<file path="src/rtl/rbn_pkg.sv">
// ============================================================================
// rbn_pkg: shared types and constants of the ray/box nearest hit unit
// Fixed point formats, queue entry and result layouts, end point helper.
// ============================================================================
package rbn_pkg;

    localparam int COORD_BITS = 24;                 // Q15.8 coordinates
    localparam int OWNER_BITS = 16;
    localparam int DIR_BITS   = 16;                 // Q1.14 directions
    localparam int DIR_FRAC   = 14;
    localparam int DIST_BITS  = COORD_BITS - 1;
    localparam int EPS_BITS   = 15;
    localparam int EDGE_BITS  = COORD_BITS + 1;     // box edge incl. far side
    localparam int DIFF_BITS  = COORD_BITS + 2;     // edge minus origin
    localparam int NUM_BITS   = EDGE_BITS + DIR_FRAC;
    localparam int QUO_BITS   = NUM_BITS + 1;       // signed slab distance
    localparam int PROD_BITS  = DIR_BITS + DIST_BITS + 1;
    localparam int CNT_BITS   = $clog2(NUM_BITS + 1);

    localparam int IN_RAW_BITS   = 2 * DIR_BITS + 2 * COORD_BITS + 2 * DIST_BITS
                                 + OWNER_BITS;
    localparam int IN_DATA_BITS  = ((IN_RAW_BITS + 7) / 8) * 8;
    localparam int OUT_RAW_BITS  = 2 * COORD_BITS + OWNER_BITS + DIST_BITS;
    localparam int OUT_DATA_BITS = ((OUT_RAW_BITS + 7) / 8) * 8;

    localparam int CFG_ADDR_BITS = 4;
    localparam int CFG_DATA_BITS = 32;

    localparam logic [1:0] REG_ORIGIN_X     = 2'd0;
    localparam logic [1:0] REG_ORIGIN_Y     = 2'd1;
    localparam logic [1:0] REG_MAX_DISTANCE = 2'd2;
    localparam logic [1:0] REG_DIR_EPSILON  = 2'd3;

    localparam logic [EPS_BITS-1:0]  EPS_RESET  = EPS_BITS'(1);
    localparam logic [DIST_BITS-1:0] DIST_RESET = DIST_BITS'(25600);

    typedef struct packed {
        logic signed [COORD_BITS-1:0] origin_x;
        logic signed [COORD_BITS-1:0] origin_y;
        logic [DIST_BITS-1:0]         max_distance;
        logic [EPS_BITS-1:0]          dir_epsilon;
    } cfg_t;

    typedef struct packed {
        logic signed [DIR_BITS-1:0]  dir_x;
        logic signed [DIR_BITS-1:0]  dir_y;
        logic signed [EDGE_BITS-1:0] lo_x;
        logic signed [EDGE_BITS-1:0] hi_x;
        logic signed [EDGE_BITS-1:0] lo_y;
        logic signed [EDGE_BITS-1:0] hi_y;
        logic [OWNER_BITS-1:0]       owner;
        logic                        present;
        logic                        last;
    } q_item_t;

    typedef struct packed {
        logic signed [COORD_BITS-1:0] end_x;
        logic signed [COORD_BITS-1:0] end_y;
        logic                         hit_found;
        logic [OWNER_BITS-1:0]        hit_owner;
        logic [DIST_BITS-1:0]         hit_distance;
    } result_t;

    // origin + prod / 2^DIR_FRAC (toward zero), saturated to a coordinate
    function automatic logic signed [COORD_BITS-1:0] end_coord(
        input logic signed [COORD_BITS-1:0] org,
        input logic signed [PROD_BITS-1:0]  prod
    );
        logic signed [PROD_BITS-1:0]          adj;
        logic signed [PROD_BITS-DIR_FRAC-1:0] q;
        logic signed [PROD_BITS-DIR_FRAC:0]   sum;
        logic signed [PROD_BITS-DIR_FRAC:0]   hi_lim;
        logic signed [PROD_BITS-DIR_FRAC:0]   lo_lim;
        adj    = prod + (prod[PROD_BITS-1] ? PROD_BITS'((1 << DIR_FRAC) - 1)
                                           : PROD_BITS'(0));
        q      = adj[PROD_BITS-1:DIR_FRAC];
        sum    = (PROD_BITS-DIR_FRAC+1)'(org) + (PROD_BITS-DIR_FRAC+1)'(q);
        hi_lim = $signed((PROD_BITS-DIR_FRAC+1)'({(COORD_BITS-1){1'b1}}));
        lo_lim = ~hi_lim;
        if (sum > hi_lim)
            return hi_lim[COORD_BITS-1:0];
        else if (sum < lo_lim)
            return lo_lim[COORD_BITS-1:0];
        else
            return sum[COORD_BITS-1:0];
    endfunction

endpackage

</file>
<file path="src/rtl/rbn_front.sv">
// ============================================================================
// rbn_front: input side of the ray/box nearest hit unit
// Unpacks an input beat, forms the box slab edges and queues the item.
// ============================================================================
module rbn_front (
    input  logic                               clk,
    input  logic                               rst_n,
    input  logic                               s_tvalid,
    output logic                               s_tready,
    input  logic [rbn_pkg::IN_DATA_BITS-1:0]   s_tdata,
    input  logic                               s_tlast,
    input  logic                               s_tuser,
    output logic                               q_valid,
    output rbn_pkg::q_item_t                   q_item,
    input  logic                               q_pop
);
    import rbn_pkg::*;

    localparam int OFS_DY = DIR_BITS;
    localparam int OFS_BX = 2 * DIR_BITS;
    localparam int OFS_BY = OFS_BX + COORD_BITS;
    localparam int OFS_BW = OFS_BY + COORD_BITS;
    localparam int OFS_BH = OFS_BW + DIST_BITS;
    localparam int OFS_OW = OFS_BH + DIST_BITS;

    q_item_t     slot_reg [2];
    logic        wr_ptr_reg, wr_ptr_next;
    logic        rd_ptr_reg, rd_ptr_next;
    logic [1:0]  count_reg, count_next;
    q_item_t     item_in;
    logic        push;

    logic signed [COORD_BITS-1:0] box_x, box_y;
    logic [DIST_BITS-1:0]         box_w, box_h;

    always_comb
    begin
        box_x = s_tdata[OFS_BX +: COORD_BITS];
        box_y = s_tdata[OFS_BY +: COORD_BITS];
        box_w = s_tdata[OFS_BW +: DIST_BITS];
        box_h = s_tdata[OFS_BH +: DIST_BITS];
        item_in.dir_x   = s_tdata[0 +: DIR_BITS];
        item_in.dir_y   = s_tdata[OFS_DY +: DIR_BITS];
        item_in.lo_x    = EDGE_BITS'(box_x);
        item_in.hi_x    = EDGE_BITS'(box_x) + $signed(EDGE_BITS'({1'b0, box_w}));
        item_in.lo_y    = EDGE_BITS'(box_y);
        item_in.hi_y    = EDGE_BITS'(box_y) + $signed(EDGE_BITS'({1'b0, box_h}));
        item_in.owner   = s_tdata[OFS_OW +: OWNER_BITS];
        item_in.present = s_tuser;
        item_in.last    = s_tlast;
    end

    assign s_tready = (count_reg != 2'd2);
    assign push     = s_tvalid && s_tready;
    assign q_valid  = (count_reg != 2'd0);
    assign q_item   = slot_reg[rd_ptr_reg];

    always_comb
    begin
        wr_ptr_next = push  ? ~wr_ptr_reg : wr_ptr_reg;
        rd_ptr_next = q_pop ? ~rd_ptr_reg : rd_ptr_reg;
        count_next  = count_reg + {1'b0, push} - {1'b0, q_pop};
    end

    always_ff @(posedge clk or negedge rst_n)
    begin
        if (!rst_n)
        begin
            wr_ptr_reg <= 1'b0;
            rd_ptr_reg <= 1'b0;
            count_reg  <= 2'd0;
        end
        else
        begin
            wr_ptr_reg <= wr_ptr_next;
            rd_ptr_reg <= rd_ptr_next;
            count_reg  <= count_next;
        end
    end

    always_ff @(posedge clk)
    begin
        if (push)
            slot_reg[wr_ptr_reg] <= item_in;
    end

endmodule

</file>
<file path="src/rtl/rbn_div.sv">
// ============================================================================
// rbn_div: serial unsigned divider
// Restoring division, one quotient bit per cycle.
// ============================================================================
module rbn_div (
    input  logic                           clk,
    input  logic                           rst_n,
    input  logic                           start,
    input  logic [rbn_pkg::NUM_BITS-1:0]   dividend,
    input  logic [rbn_pkg::DIR_BITS-1:0]   divisor,
    output logic                           done,
    output logic [rbn_pkg::NUM_BITS-1:0]   quotient
);
    import rbn_pkg::*;

    logic [NUM_BITS-1:0] quo_reg;
    logic [DIR_BITS-1:0] rem_reg;
    logic [DIR_BITS-1:0] div_reg;
    logic [CNT_BITS-1:0] cnt_reg;
    logic                busy_reg;
    logic                done_reg;
    logic [DIR_BITS:0]   trial;
    logic                fits;

    assign trial    = {rem_reg, quo_reg[NUM_BITS-1]};
    assign fits     = (trial >= {1'b0, div_reg});
    assign done     = done_reg;
    assign quotient = quo_reg;

    always_ff @(posedge clk or negedge rst_n)
    begin
        if (!rst_n)
        begin
            busy_reg <= 1'b0;
            done_reg <= 1'b0;
            cnt_reg  <= '0;
        end
        else
        begin
            done_reg <= 1'b0;
            if (start)
            begin
                busy_reg <= 1'b1;
                cnt_reg  <= CNT_BITS'(NUM_BITS);
            end
            else if (busy_reg)
            begin
                cnt_reg <= cnt_reg - 1'b1;
                if (cnt_reg == CNT_BITS'(1))
                begin
                    busy_reg <= 1'b0;
                    done_reg <= 1'b1;
                end
            end
        end
    end

    always_ff @(posedge clk)
    begin
        if (start)
        begin
            quo_reg <= dividend;
            rem_reg <= '0;
            div_reg <= divisor;
        end
        else if (busy_reg)
        begin
            quo_reg <= {quo_reg[NUM_BITS-2:0], fits};
            rem_reg <= fits ? DIR_BITS'(trial - {1'b0, div_reg}) : trial[DIR_BITS-1:0];
        end
    end

endmodule

</file>
<file path="src/rtl/rbn_back.sv">
// ============================================================================
// rbn_back: slab test and ray closing sequencer
// Runs four slab divisions per box, tracks the nearest hit, emits results.
// ============================================================================
module rbn_back (
    input  logic                 clk,
    input  logic                 rst_n,
    input  rbn_pkg::cfg_t        cfg,
    input  logic                 q_valid,
    input  rbn_pkg::q_item_t     q_item,
    output logic                 q_pop,
    output logic                 res_valid,
    input  logic                 res_ready,
    output rbn_pkg::result_t     res
);
    import rbn_pkg::*;

    localparam logic [2:0] S_IDLE  = 3'd0;
    localparam logic [2:0] S_START = 3'd1;
    localparam logic [2:0] S_WAIT  = 3'd2;
    localparam logic [2:0] S_EVAL  = 3'd3;
    localparam logic [2:0] S_MULX  = 3'd4;
    localparam logic [2:0] S_MULY  = 3'd5;
    localparam logic [2:0] S_FIN   = 3'd6;

    logic [2:0]                  state_reg, state_next;
    q_item_t                     item_reg;
    logic [1:0]                  k_reg;
    logic                        neg_reg;
    logic signed [QUO_BITS-1:0]  t_reg [4];
    logic [DIST_BITS-1:0]        closest_reg;
    logic [OWNER_BITS-1:0]       owner_reg;
    logic                        any_reg;
    logic                        open_reg;
    logic signed [PROD_BITS-1:0] prod_reg;
    logic signed [COORD_BITS-1:0] endx_reg;
    logic                        out_valid_reg;
    result_t                     out_reg;

    // divider operands
    logic signed [EDGE_BITS-1:0] edge_sel;
    logic signed [COORD_BITS-1:0] org_sel;
    logic signed [DIR_BITS-1:0]  dir_sel;
    logic signed [DIFF_BITS-1:0] diff;
    logic [DIFF_BITS-1:0]        diff_abs;
    logic [DIR_BITS-1:0]         dir_abs;
    logic [NUM_BITS-1:0]         dividend;
    logic                        div_start, div_done;
    logic [NUM_BITS-1:0]         quo_mag;
    logic signed [QUO_BITS-1:0]  quo_pos;

    // slab evaluation
    logic [DIR_BITS-1:0]         abs_x, abs_y;
    logic                        par_x, par_y;
    logic signed [EDGE_BITS-1:0] ox, oy;
    logic signed [QUO_BITS-1:0]  tmin, tmax, ta, tb, closest_s;
    logic                        bounded, ok, hit;
    logic                        fin_go;

    always_comb
    begin
        case (k_reg)
            2'd0:    edge_sel = item_reg.lo_x;
            2'd1:    edge_sel = item_reg.hi_x;
            2'd2:    edge_sel = item_reg.lo_y;
            default: edge_sel = item_reg.hi_y;
        endcase
        org_sel  = k_reg[1] ? cfg.origin_y : cfg.origin_x;
        dir_sel  = k_reg[1] ? item_reg.dir_y : item_reg.dir_x;
        diff     = DIFF_BITS'(edge_sel) - DIFF_BITS'(org_sel);
        diff_abs = diff[DIFF_BITS-1] ? DIFF_BITS'(-diff) : DIFF_BITS'(diff);
        dir_abs  = dir_sel[DIR_BITS-1] ? DIR_BITS'(-dir_sel) : DIR_BITS'(dir_sel);
        dividend = {diff_abs[EDGE_BITS-1:0], {DIR_FRAC{1'b0}}};
        quo_pos  = $signed(QUO_BITS'(quo_mag));
    end

    assign div_start = (state_reg == S_START);

    rbn_div u_div (
        .clk      (clk),
        .rst_n    (rst_n),
        .start    (div_start),
        .dividend (dividend),
        .divisor  (dir_abs),
        .done     (div_done),
        .quotient (quo_mag)
    );

    always_comb
    begin
        abs_x = item_reg.dir_x[DIR_BITS-1] ? DIR_BITS'(-item_reg.dir_x)
                                           : DIR_BITS'(item_reg.dir_x);
        abs_y = item_reg.dir_y[DIR_BITS-1] ? DIR_BITS'(-item_reg.dir_y)
                                           : DIR_BITS'(item_reg.dir_y);
        par_x = (item_reg.dir_x == '0) || (abs_x < DIR_BITS'(cfg.dir_epsilon));
        par_y = (item_reg.dir_y == '0) || (abs_y < DIR_BITS'(cfg.dir_epsilon));
        ox    = EDGE_BITS'(cfg.origin_x);
        oy    = EDGE_BITS'(cfg.origin_y);
        closest_s = $signed(QUO_BITS'(closest_reg));
        tmin    = '0;
        tmax    = '0;
        bounded = 1'b0;
        ok      = 1'b1;
        ta      = '0;
        tb      = '0;
        if (par_x)
            ok = !(ox < item_reg.lo_x || ox > item_reg.hi_x);
        else
        begin
            ta = (t_reg[0] < t_reg[1]) ? t_reg[0] : t_reg[1];
            tb = (t_reg[0] < t_reg[1]) ? t_reg[1] : t_reg[0];
            if (ta > tmin)
                tmin = ta;
            tmax    = tb;
            bounded = 1'b1;
            ok      = (tmin <= tmax);
        end
        if (ok)
        begin
            if (par_y)
                ok = !(oy < item_reg.lo_y || oy > item_reg.hi_y);
            else
            begin
                ta = (t_reg[2] < t_reg[3]) ? t_reg[2] : t_reg[3];
                tb = (t_reg[2] < t_reg[3]) ? t_reg[3] : t_reg[2];
                if (ta > tmin)
                    tmin = ta;
                if (!bounded || tb < tmax)
                    tmax = tb;
                ok = (tmin <= tmax);
            end
        end
        hit = item_reg.present && ok && (tmin > '0) && (tmin < closest_s);
    end

    assign q_pop  = (state_reg == S_IDLE) && q_valid;
    assign fin_go = (state_reg == S_FIN) && (!out_valid_reg || res_ready);

    always_comb
    begin
        state_next = state_reg;
        unique case (state_reg)
            S_IDLE:
            begin
                if (q_valid)
                begin
                    if (q_item.present)
                        state_next = S_START;
                    else if (q_item.last)
                        state_next = S_MULX;
                end
            end
            S_START: state_next = S_WAIT;
            S_WAIT:
            begin
                if (div_done)
                    state_next = (k_reg == 2'd3) ? S_EVAL : S_START;
            end
            S_EVAL:  state_next = item_reg.last ? S_MULX : S_IDLE;
            S_MULX:  state_next = S_MULY;
            S_MULY:  state_next = S_FIN;
            S_FIN:
            begin
                if (fin_go)
                    state_next = S_IDLE;
            end
            default: state_next = S_IDLE;
        endcase
    end

    always_ff @(posedge clk or negedge rst_n)
    begin
        if (!rst_n)
        begin
            state_reg     <= S_IDLE;
            k_reg         <= 2'd0;
            closest_reg   <= DIST_RESET;
            owner_reg     <= '0;
            any_reg       <= 1'b0;
            open_reg      <= 1'b0;
            out_valid_reg <= 1'b0;
        end
        else
        begin
            state_reg <= state_next;
            if (q_pop)
            begin
                k_reg <= 2'd0;
                // open a new ray
                if (!open_reg)
                begin
                    closest_reg <= cfg.max_distance;
                    owner_reg   <= '0;
                    any_reg     <= 1'b0;
                    open_reg    <= 1'b1;
                end
            end
            if (state_reg == S_WAIT && div_done)
                k_reg <= k_reg + 2'd1;
            if (state_reg == S_EVAL && hit)
            begin
                closest_reg <= tmin[DIST_BITS-1:0];
                owner_reg   <= item_reg.owner;
                any_reg     <= 1'b1;
            end
            if (fin_go)
            begin
                out_valid_reg <= 1'b1;
                open_reg      <= 1'b0;
            end
            else if (res_ready)
                out_valid_reg <= 1'b0;
        end
    end

    always_ff @(posedge clk)
    begin
        if (q_pop)
            item_reg <= q_item;
        if (div_start)
            neg_reg <= diff[DIFF_BITS-1] ^ dir_sel[DIR_BITS-1];
        if (state_reg == S_WAIT && div_done)
            t_reg[k_reg] <= neg_reg ? -quo_pos : quo_pos;
        if (state_reg == S_MULX)
            prod_reg <= PROD_BITS'(item_reg.dir_x)
                      * $signed(PROD_BITS'({1'b0, closest_reg}));
        if (state_reg == S_MULY)
        begin
            endx_reg <= end_coord(cfg.origin_x, prod_reg);
            prod_reg <= PROD_BITS'(item_reg.dir_y)
                      * $signed(PROD_BITS'({1'b0, closest_reg}));
        end
        if (fin_go)
        begin
            out_reg.end_x        <= endx_reg;
            out_reg.end_y        <= end_coord(cfg.origin_y, prod_reg);
            out_reg.hit_found    <= any_reg;
            out_reg.hit_owner    <= owner_reg;
            out_reg.hit_distance <= closest_reg;
        end
    end

    assign res_valid = out_valid_reg;
    assign res       = out_reg;

    a_no_hit_owner: assert property (@(posedge clk) disable iff (!rst_n)
        out_valid_reg && !out_reg.hit_found |-> out_reg.hit_owner == '0)
        else $error("result without hit carries an owner");

    a_done_in_wait: assert property (@(posedge clk) disable iff (!rst_n)
        div_done |-> state_reg == S_WAIT)
        else $error("divider finished outside the wait state");

    a_result_from_fin: assert property (@(posedge clk) disable iff (!rst_n)
        $rose(out_valid_reg) |-> $past(state_reg) == S_FIN)
        else $error("result raised without closing a ray");

endmodule

</file>
<file path="src/rtl/ray_box_nearest_hit_unit.sv">
// ============================================================================
// ray_box_nearest_hit_unit: nearest axis-aligned box hit by one 2D ray
// Register block, input queue and slab test sequencer.
// ============================================================================
//  channel  | kind          | content
//  s_*      | stream in     | direction, one box, owner; tlast ends the ray
//  m_*      | stream out    | end point, owner, distance; tuser = hit flag
//  p*       | register port | origin_x, origin_y, max_distance, dir_epsilon
//
// For a box item the serial divider forms the four slab distances one bit a
// cycle. An item without a box needs no division; a closing item adds the end
// point multiplies in S_MULX and S_MULY. A two-entry queue keeps accepting
// while the back works, and a waiting result holds the back only at the ray
// close. Reset clears all control state at once; no clearing pass.
// ============================================================================
module ray_box_nearest_hit_unit (
    input  logic                                 clk,
    input  logic                                 rst_n,
    // dir_x, dir_y, box_x, box_y, box_w, box_h, box_owner (low bit up)
    input  logic [rbn_pkg::IN_DATA_BITS-1:0]     s_tdata,
    input  logic                                 s_tvalid,
    output logic                                 s_tready,
    input  logic                                 s_tlast,
    // box_present
    input  logic                                 s_tuser,
    // end_x, end_y, hit_owner, hit_distance (low bit up)
    output logic [rbn_pkg::OUT_DATA_BITS-1:0]    m_tdata,
    output logic                                 m_tvalid,
    input  logic                                 m_tready,
    // hit_found
    output logic                                 m_tuser,
    input  logic                                 psel,
    input  logic                                 penable,
    input  logic                                 pwrite,
    input  logic [rbn_pkg::CFG_ADDR_BITS-1:0]    paddr,
    input  logic [rbn_pkg::CFG_DATA_BITS-1:0]    pwdata,
    output logic [rbn_pkg::CFG_DATA_BITS-1:0]    prdata,
    output logic                                 pready
);
    import rbn_pkg::*;

    cfg_t      cfg_reg;
    logic      cfg_write;
    logic      q_valid, q_pop;
    q_item_t   q_item;
    result_t   res;
    logic      res_valid;

    assign pready    = 1'b1;
    assign cfg_write = psel && penable && pwrite && pready;

    always_ff @(posedge clk or negedge rst_n)
    begin
        if (!rst_n)
        begin
            cfg_reg.origin_x     <= '0;
            cfg_reg.origin_y     <= '0;
            cfg_reg.max_distance <= DIST_RESET;
            cfg_reg.dir_epsilon  <= EPS_RESET;
        end
        else if (cfg_write)
        begin
            unique case (paddr[3:2])
                REG_ORIGIN_X:     cfg_reg.origin_x     <= pwdata[COORD_BITS-1:0];
                REG_ORIGIN_Y:     cfg_reg.origin_y     <= pwdata[COORD_BITS-1:0];
                REG_MAX_DISTANCE: cfg_reg.max_distance <= pwdata[DIST_BITS-1:0];
                REG_DIR_EPSILON:  cfg_reg.dir_epsilon  <= pwdata[EPS_BITS-1:0];
                default:          cfg_reg.dir_epsilon  <= cfg_reg.dir_epsilon;
            endcase
        end
    end

    always_comb
    begin
        unique case (paddr[3:2])
            REG_ORIGIN_X:     prdata = CFG_DATA_BITS'(cfg_reg.origin_x);
            REG_ORIGIN_Y:     prdata = CFG_DATA_BITS'(cfg_reg.origin_y);
            REG_MAX_DISTANCE: prdata = CFG_DATA_BITS'(cfg_reg.max_distance);
            REG_DIR_EPSILON:  prdata = CFG_DATA_BITS'(cfg_reg.dir_epsilon);
            default:          prdata = '0;
        endcase
    end

    rbn_front u_front (
        .clk      (clk),
        .rst_n    (rst_n),
        .s_tvalid (s_tvalid),
        .s_tready (s_tready),
        .s_tdata  (s_tdata),
        .s_tlast  (s_tlast),
        .s_tuser  (s_tuser),
        .q_valid  (q_valid),
        .q_item   (q_item),
        .q_pop    (q_pop)
    );

    rbn_back u_back (
        .clk       (clk),
        .rst_n     (rst_n),
        .cfg       (cfg_reg),
        .q_valid   (q_valid),
        .q_item    (q_item),
        .q_pop     (q_pop),
        .res_valid (res_valid),
        .res_ready (m_tready),
        .res       (res)
    );

    assign m_tvalid = res_valid;
    assign m_tuser  = res.hit_found;
    assign m_tdata  = OUT_DATA_BITS'({res.hit_distance, res.hit_owner, res.end_y, res.end_x});

endmodule
</file>
<file path="config.mk">
export PLATFORM = sky130hd
export DESIGN_NAME = ray_box_nearest_hit_unit
export DESIGN_NICKNAME = d
export VERILOG_FILES = /design/src/rtl/rbn_pkg.sv /design/src/rtl/rbn_front.sv /design/src/rtl/rbn_div.sv /design/src/rtl/rbn_back.sv /design/src/rtl/ray_box_nearest_hit_unit.sv
export SDC_FILE = /design/constraint.sdc
export NUM_CORES = 2
export LEC_CHECK = 0
export BUFFER_PORTS_ARGS = -buffer_cell sky130_fd_sc_hd__buf_2
export CAP_MARGIN = 30
export CORE_ASPECT_RATIO = 1.2
export CORE_MARGIN = 2
export CORE_UTILIZATION = 40
export CTS_BUF_LIST = sky130_fd_sc_hd__clkbuf_16
export DETAILED_ROUTE_END_ITERATION = 10
export GPL_TIMING_DRIVEN = 0
export SYNTH_ARGS = -nofsm -noshare
export SYNTH_HDL_FRONTEND = slang
export SYNTH_SLANG_ARGS = --single-unit
export TNS_END_PERCENT = 30
</file>
<file path="constraint.sdc">
create_clock -name clk -period 27.8 [get_ports clk]
set_input_delay 6.95 -clock clk [delete_from_list [all_inputs] [get_ports clk]]
set_output_delay 6.95 -clock clk [all_outputs]
set_load 0.02 [all_outputs]
</file>
# Word level (Yosys, flattened, before mapping)
# Memory sizes are Yosys's and may differ from the RTL's.
# Cells that the tools add are included.
[totals]
ramBits = 460
elab_cells = 209
regBits = 519
output_inout_bits = 124
n_memories = 2
inputBits = 189
[op_classes]
reduce_logical = 37
addsub = 16
eq_ne = 19
n_mux = 71
order_cmp = 20
n_mul = 2
n_bitwise = 3
[memory_table]
columns = ["memory", "depth", "width", "rd", "rd_ports_with_merged_regs", "wr", "line_no", "rtl"]
rows = [
  ["u_front.slot_reg", 2, 150, 1, 0, 1, "rbn_front.sv:26", "q_item_t slot_reg [2];"],
  ["u_back.t_reg", 4, 40, 4, 0, 1, "rbn_back.sv:30", "logic signed [QUO_BITS-1:0] t_reg [4];"],
]
[ops]
columns = ["cell", "count"]
rows = [
  ["two-way mux 40 bit", 19],
  ["case mux 32 bit (4 select lines)", 1],
  ["< comparator 40 bit", 3],
  ["two-way mux 16 bit", 7],
  ["greater-than comparator 40 x 1 -> 1 bit, second input constant", 2],
  ["less-or-equal comparator 40 bit", 2],
  ["multiplier 16 x 24 -> 40 bit", 2],
  ["two-way mux 39 bit", 2],
  ["case mux 25 bit (3 select lines)", 1],
  ["two-way mux 24 bit", 3],
  ["two-way mux 23 bit", 3],
  ["adder 24 x 26 -> 27 bit", 2],
  ["greater-than comparator 27 x 24 -> 1 bit, second input constant", 2],
  ["< comparator 27 x 24 -> 1 bit, second input constant", 2],
  ["adder 24 x 24 -> 25 bit", 2],
  ["greater-than comparator 24 x 25 -> 1 bit", 2],
  ["< comparator 24 x 25 -> 1 bit", 2],
  ["negator 16 bit", 3],
  ["adder 40 x 15 -> 40 bit", 1],
  ["greater-than comparator 40 bit", 1],
  ["< comparator 40 x 24 -> 1 bit", 1],
  ["negator 39 -> 40 bit", 1],
  ["logical NOT 16 bit", 2],
  ["< comparator 16 x 15 -> 1 bit", 2],
  ["other kinds (35)", 100],
]

# Longest topological paths before layout
# An unclocked memory read counts as a cell.
[logic_depth]
depth_word = 20
mapped_depth = 48
mapped_depth_nobuf = 42

# Cells and area by module
# Synthesis repeated with hierarchy kept, for this count alone.
[unflattened]
cells_unflattened = 8001
area_unflattened_um2 = 83446.3
[modules_own_cells]
columns = ["module", "n_inst", "seq_area_each_um2", "area_each_um2", "cells_each"]
rows = [
  ["rbn_back", 1, 15083.2, 62079.5, 6582],
  ["rbn_front", 1, 8988.6, 13206.4, 809],
  ["rbn_div", 1, 2172.1, 4212.8, 361],
  ["ray_box_nearest_hit_unit", 1, 2157.1, 3947.5, 249],
]

# Least setup slack after synthesis
# Ideal clock, no wire load.
[synth_path]
path_kind = "register to register"
start = "reg u_back.state_reg[2]"
end = "reg u_front.count_reg[0]"
required_ns = 27.674
slack_ns = 10.549
setup_time_ns = 0.126
period_less_slack_ns = 17.251
path_stages_with_launch = 6
path_buffers = 1
t_arrival_ns = 17.126
path_cell_list = "dfrtp_1 -> clkbuf_1 -> nor4_1 -> ha_1 -> inv_1 -> ha_1"
[synth_between]
elab_chain_cells = 3
[synth_lines]
columns = ["element", "line_no", "rtl"]
rows = [
  ["start, declared", "rbn_back.sv:26", "logic [2:0] state_reg, state_next;"],
  ["start signal, assigned", "rbn_back.sv:185", "state_reg <= state_next;"],
  ["logical NOT 3 bit", "rbn_back.sv:136", "assign q_pop = (state_reg == S_IDLE) && q_valid;"],
  ["logical AND 1 bit", "rbn_back.sv:136", ""],
  ["net q_pop", "ray_box_nearest_hit_unit.sv:44", "logic q_valid, q_pop;"],
  ["subtractor 2 x 1 -> 2 bit", "rbn_front.sv:62", "count_next = count_reg + {1'b0, push} - {1'b0, q_pop};"],
  ["net u_front.count_next[0]", "rbn_front.sv:29", "logic [1:0] count_reg, count_next;"],
  ["end signal, assigned", "rbn_front.sv:77", "count_reg <= count_next;"],
  ["end, declared", "rbn_front.sv:29", ""],
]
# The timed path passes the listed nets, and every way through them passes these cells.
# A chain may end at the register's enable or synchronous reset.

# Final worst setup path
[layout_path]
start = "in paddr[2] (netlist bit)"
end = "out prdata[28] (netlist bit)"
[layout_between]
elab_chain_cells = 2
elab_cells_between_ends = 5
cone_classes = "3 x eq/ne; 1 x mux; 1 x reduce/logical"
[layout_lines]
columns = ["element", "line_no", "rtl"]
rows = [
  ["start, declared", "ray_box_nearest_hit_unit.sv:35", "input logic [rbn_pkg::CFG_ADDR_BITS-1:0] paddr,"],
  ["== test 2 bit (tied with other cells)", "ray_box_nearest_hit_unit.sv:75", "unique case (paddr[3:2])"],
  ["case mux 32 bit (4 select lines) *", "ray_box_nearest_hit_unit.sv:75", ""],
  ["end, declared", "ray_box_nearest_hit_unit.sv:37", "output logic [rbn_pkg::CFG_DATA_BITS-1:0] prdata,"],
]
# Every way passes the cells marked *; elsewhere a longest branch is shown, timed or not.

==> flow_summary_export.csv <==
group,metric,value,unit
clock_network,holdBufCountCts,0,
die,core.rowCount,182,
place,dp.cells,11020,
final_layout,layout_commonest_cell,"inv_1",
sta,worst_slew_pin_slew,1.091,ns
synth,synth_edf_count,798,
place,portBuffers,296,
routing,via_count,62680,
clock_network,clockRootBuffer,"clkbuf_16",
final_layout,syn2layout_area_growth,11.43,%
run,drv_cap,0,
synth,async_flop_share,0.1490,
sta,hold_ws,0.4256,ns
sta,rsz0062_at_grt,"no",
sta,max_freq,61.38,MHz
clock_network,clkTransAtPathRegs,0.07,ns
sta,drv_slew,0,
die,start_util,0.4014,
place,post_dp_cell_area,87930,um^2
clock_network,clock_latency,0.77,ns
synth,synth.avg_cell_area,10.28,um^2
routing,drt-initial-drc-count,5662,
critical_path,reg2reg_slack,12.03,ns
grt,antenna_found_initial,40,
final_layout,largest_reg_flops,296,
routing,ant_nets,0,
critical_path,r2r-end,"u_back.closest_reg[21]",
final_layout,fin_cells,11240,
clock_network,cts_tree,"built",
sta,min_period,16.29,ns
synth,synth-seq-area-share,0.3440,
clock_network,cts_buffers,100,
sta,period_share,0.5861,
clock_network,cts.sinks,973,
place,dp_hpwl,232.5,mm
place,place.gp.congestion,1.032,
clock_network,cts_buffer_depth,3,
final_layout,mostFrequentLayoutCells,"inv_1, nand2_1, ha_1, edfxtp_1, fa_1",
worst_hold_path,min_path_cells,0,
die,coreArea,204300,um^2
place,post-place-ws,11.58,ns
routing,dr.pass1.iters,8,
routing,vias_per_cell,5.579,
sta,fin_skew,0.07465,ns
critical_path,start_kind,"primary input",
grt,grt_start_max_net_pins,122,
synth,synth_flop_cell,"edfxtp_1",
sta,worst_slack,11.51,ns
critical_path,worstPathRequired,20.85,ns
die,die_w,417.3,um
clock_network,cts_resized,0,
final_layout,layout.nets,10060,
critical_path,r2r-start,"u_back.item_reg[134]",
critical_path,path_max_fanout,10,
synth,synth_cell_types,87,
synth,syn_inst,7973,
worst_hold_path,hold_path.class,"register to register",
clock_network,cts_setup_buffers,0,
critical_path,r2r_cells,44,
final_layout,fillers,19280,
sta,slew_headroom,0.2539,
critical_path,crit_arrival,9.34,ns
die,ios,313,
worst_hold_path,hp-start,"u_back.endx_reg[1]",
final_layout,postLayoutCellArea,91350,um^2
grt,grt_first_pass_wirelength,412.9,mm
outcome,status,"complete, no violations",
grt,grt_remaining_overflow,0,
synth,synth_area,81980,um^2
grt,grt_pass1_vias,63470,
final_layout,drive_gt1_frac,0.1078,
synth,yosysWarnings,0,
die,die_area,208600,um^2
critical_path,endpoint_kind,"output pin",
routing,drt-total-wl,283.4,mm
die,die_h,499.9,um
grt,grt_usage,0.2687,
synth,yosys_register_bits,973,
routing,wl_per_cell,25.22,um
sta,hold_violations,0,
routing,drc,0,
clock_network,ctsHtreeMaxLevel,3,
critical_path,critPathKind,"primary input to output pin",
worst_hold_path,hold_path_end,"u_back.res[65]",
sta,setup_viol,0,
==> worst max-delay path by stage <==
| stage | startpoint | end | slack (ns) | cells past startpoint |
|---|---|---|---|---|
| floorplan | u_back.state_reg[2] | u_front.count_reg[0] | 10.55 | 5 |
| global placement | u_back.state_reg[1] | u_front.count_reg[0] | -0.28 | 4 |
| detailed placement | paddr[2] | prdata[24] | 11.58 | 6 |
| CTS | paddr[2] | prdata[28] | 11.59 | 6 |
| global route | paddr[3] | prdata[6] | 11.41 | 4 |
| finish | paddr[2] | prdata[28] | 11.51 | 6 |
==> per-layer routing <==
layer	wire length (um)	vias up	track usage
li1	-	28340	-
met1	114200	31120	0.3416
met2	127900	2542	0.4260
met3	20180	650	0.04293
met4	20960	22	0.1723
met5	132	-	0
==> Yosys cell counts, drive strengths merged (53+ instances only) <==
| library cell | number | area (um^2) |
|---|---|---|
| a21o | 142 | 1066 |
| a21oi | 292 | 1461 |
| and2 | 198 | 1239 |
| buf | 72 | 355.3 |
| clkbuf | 268 | 1006 |
| dfrtp | 138 | 3453 |
| edfxtp | 798 | 23960 |
| fa | 590 | 11810 |
| ha | 820 | 10260 |
| inv | 1048 | 3934 |
| mux2 | 292 | 3288 |
| mux2i | 239 | 2392 |
| nand2 | 888 | 3333 |
| nand2b | 62 | 387.9 |
| nand3 | 128 | 640.6 |
| nand4 | 70 | 437.9 |
| nor2 | 387 | 1453 |
| nor2b | 72 | 450.4 |
| nor3 | 90 | 450.4 |
| o21ai | 378 | 1892 |
| or2 | 53 | 331.6 |
| xnor2 | 217 | 1901 |
| xor2 | 91 | 797.0 |
==> final cells by class <==
class                      count  area (um^2)  area share
inverter                    1055         3960     0.04335
multi-input combinational   5607        48520      0.5312
sequential                   973        28200      0.3087
clock inverter                88        755.7    0.008273
clock buffer                 102         2552     0.02794
buffer                       340         1363     0.01492
antenna                       20        50.05   0.0005479
tap                         2668         3338     0.03654
timing repair buffer         382         2609     0.02856
==> cell families (layout without fill, tap and decap cells) <==
| family | Yosys count | in the layout | synth area share |
|---|---|---|---|
| simple gates | 2126 | 2126 | 0.1213 |
| fa+ha+maj | 1410 | 1410 | 0.2692 |
| buf+inv | 1395 | 1967 | 0.06491 |
| compound gates | 1213 | 1213 | 0.09413 |
| flops | 973 | 973 | 0.3440 |
| mux | 546 | 546 | 0.07341 |
| xor+xnor | 308 | 308 | 0.03290 |
| other cells | 2 | 24 | 0.00009161 |
==> critical path, stage by stage <==
cell and delay (ns):
clkbuf_1 0.57, clkbuf_1 0.59, mux2i_1 0.15, nor2_1 0.68
buf_4 0.22, buf_2 0.15
==> stage by stage <==
step | util | TNS, ns
5_1_grt | 0.4471 | 0
4_1_cts | 0.4467 | 0
2_1_floorplan | - | 0
6_report | 0.4472 | 0
3_3_place_gp | 0.4250 | -1.595
3_5_place_dp | 0.4305 | 0
Power is left out: the tool's default activity adds up to more than one toggle a clock period on the data nets, which glitch-free logic cannot reach.
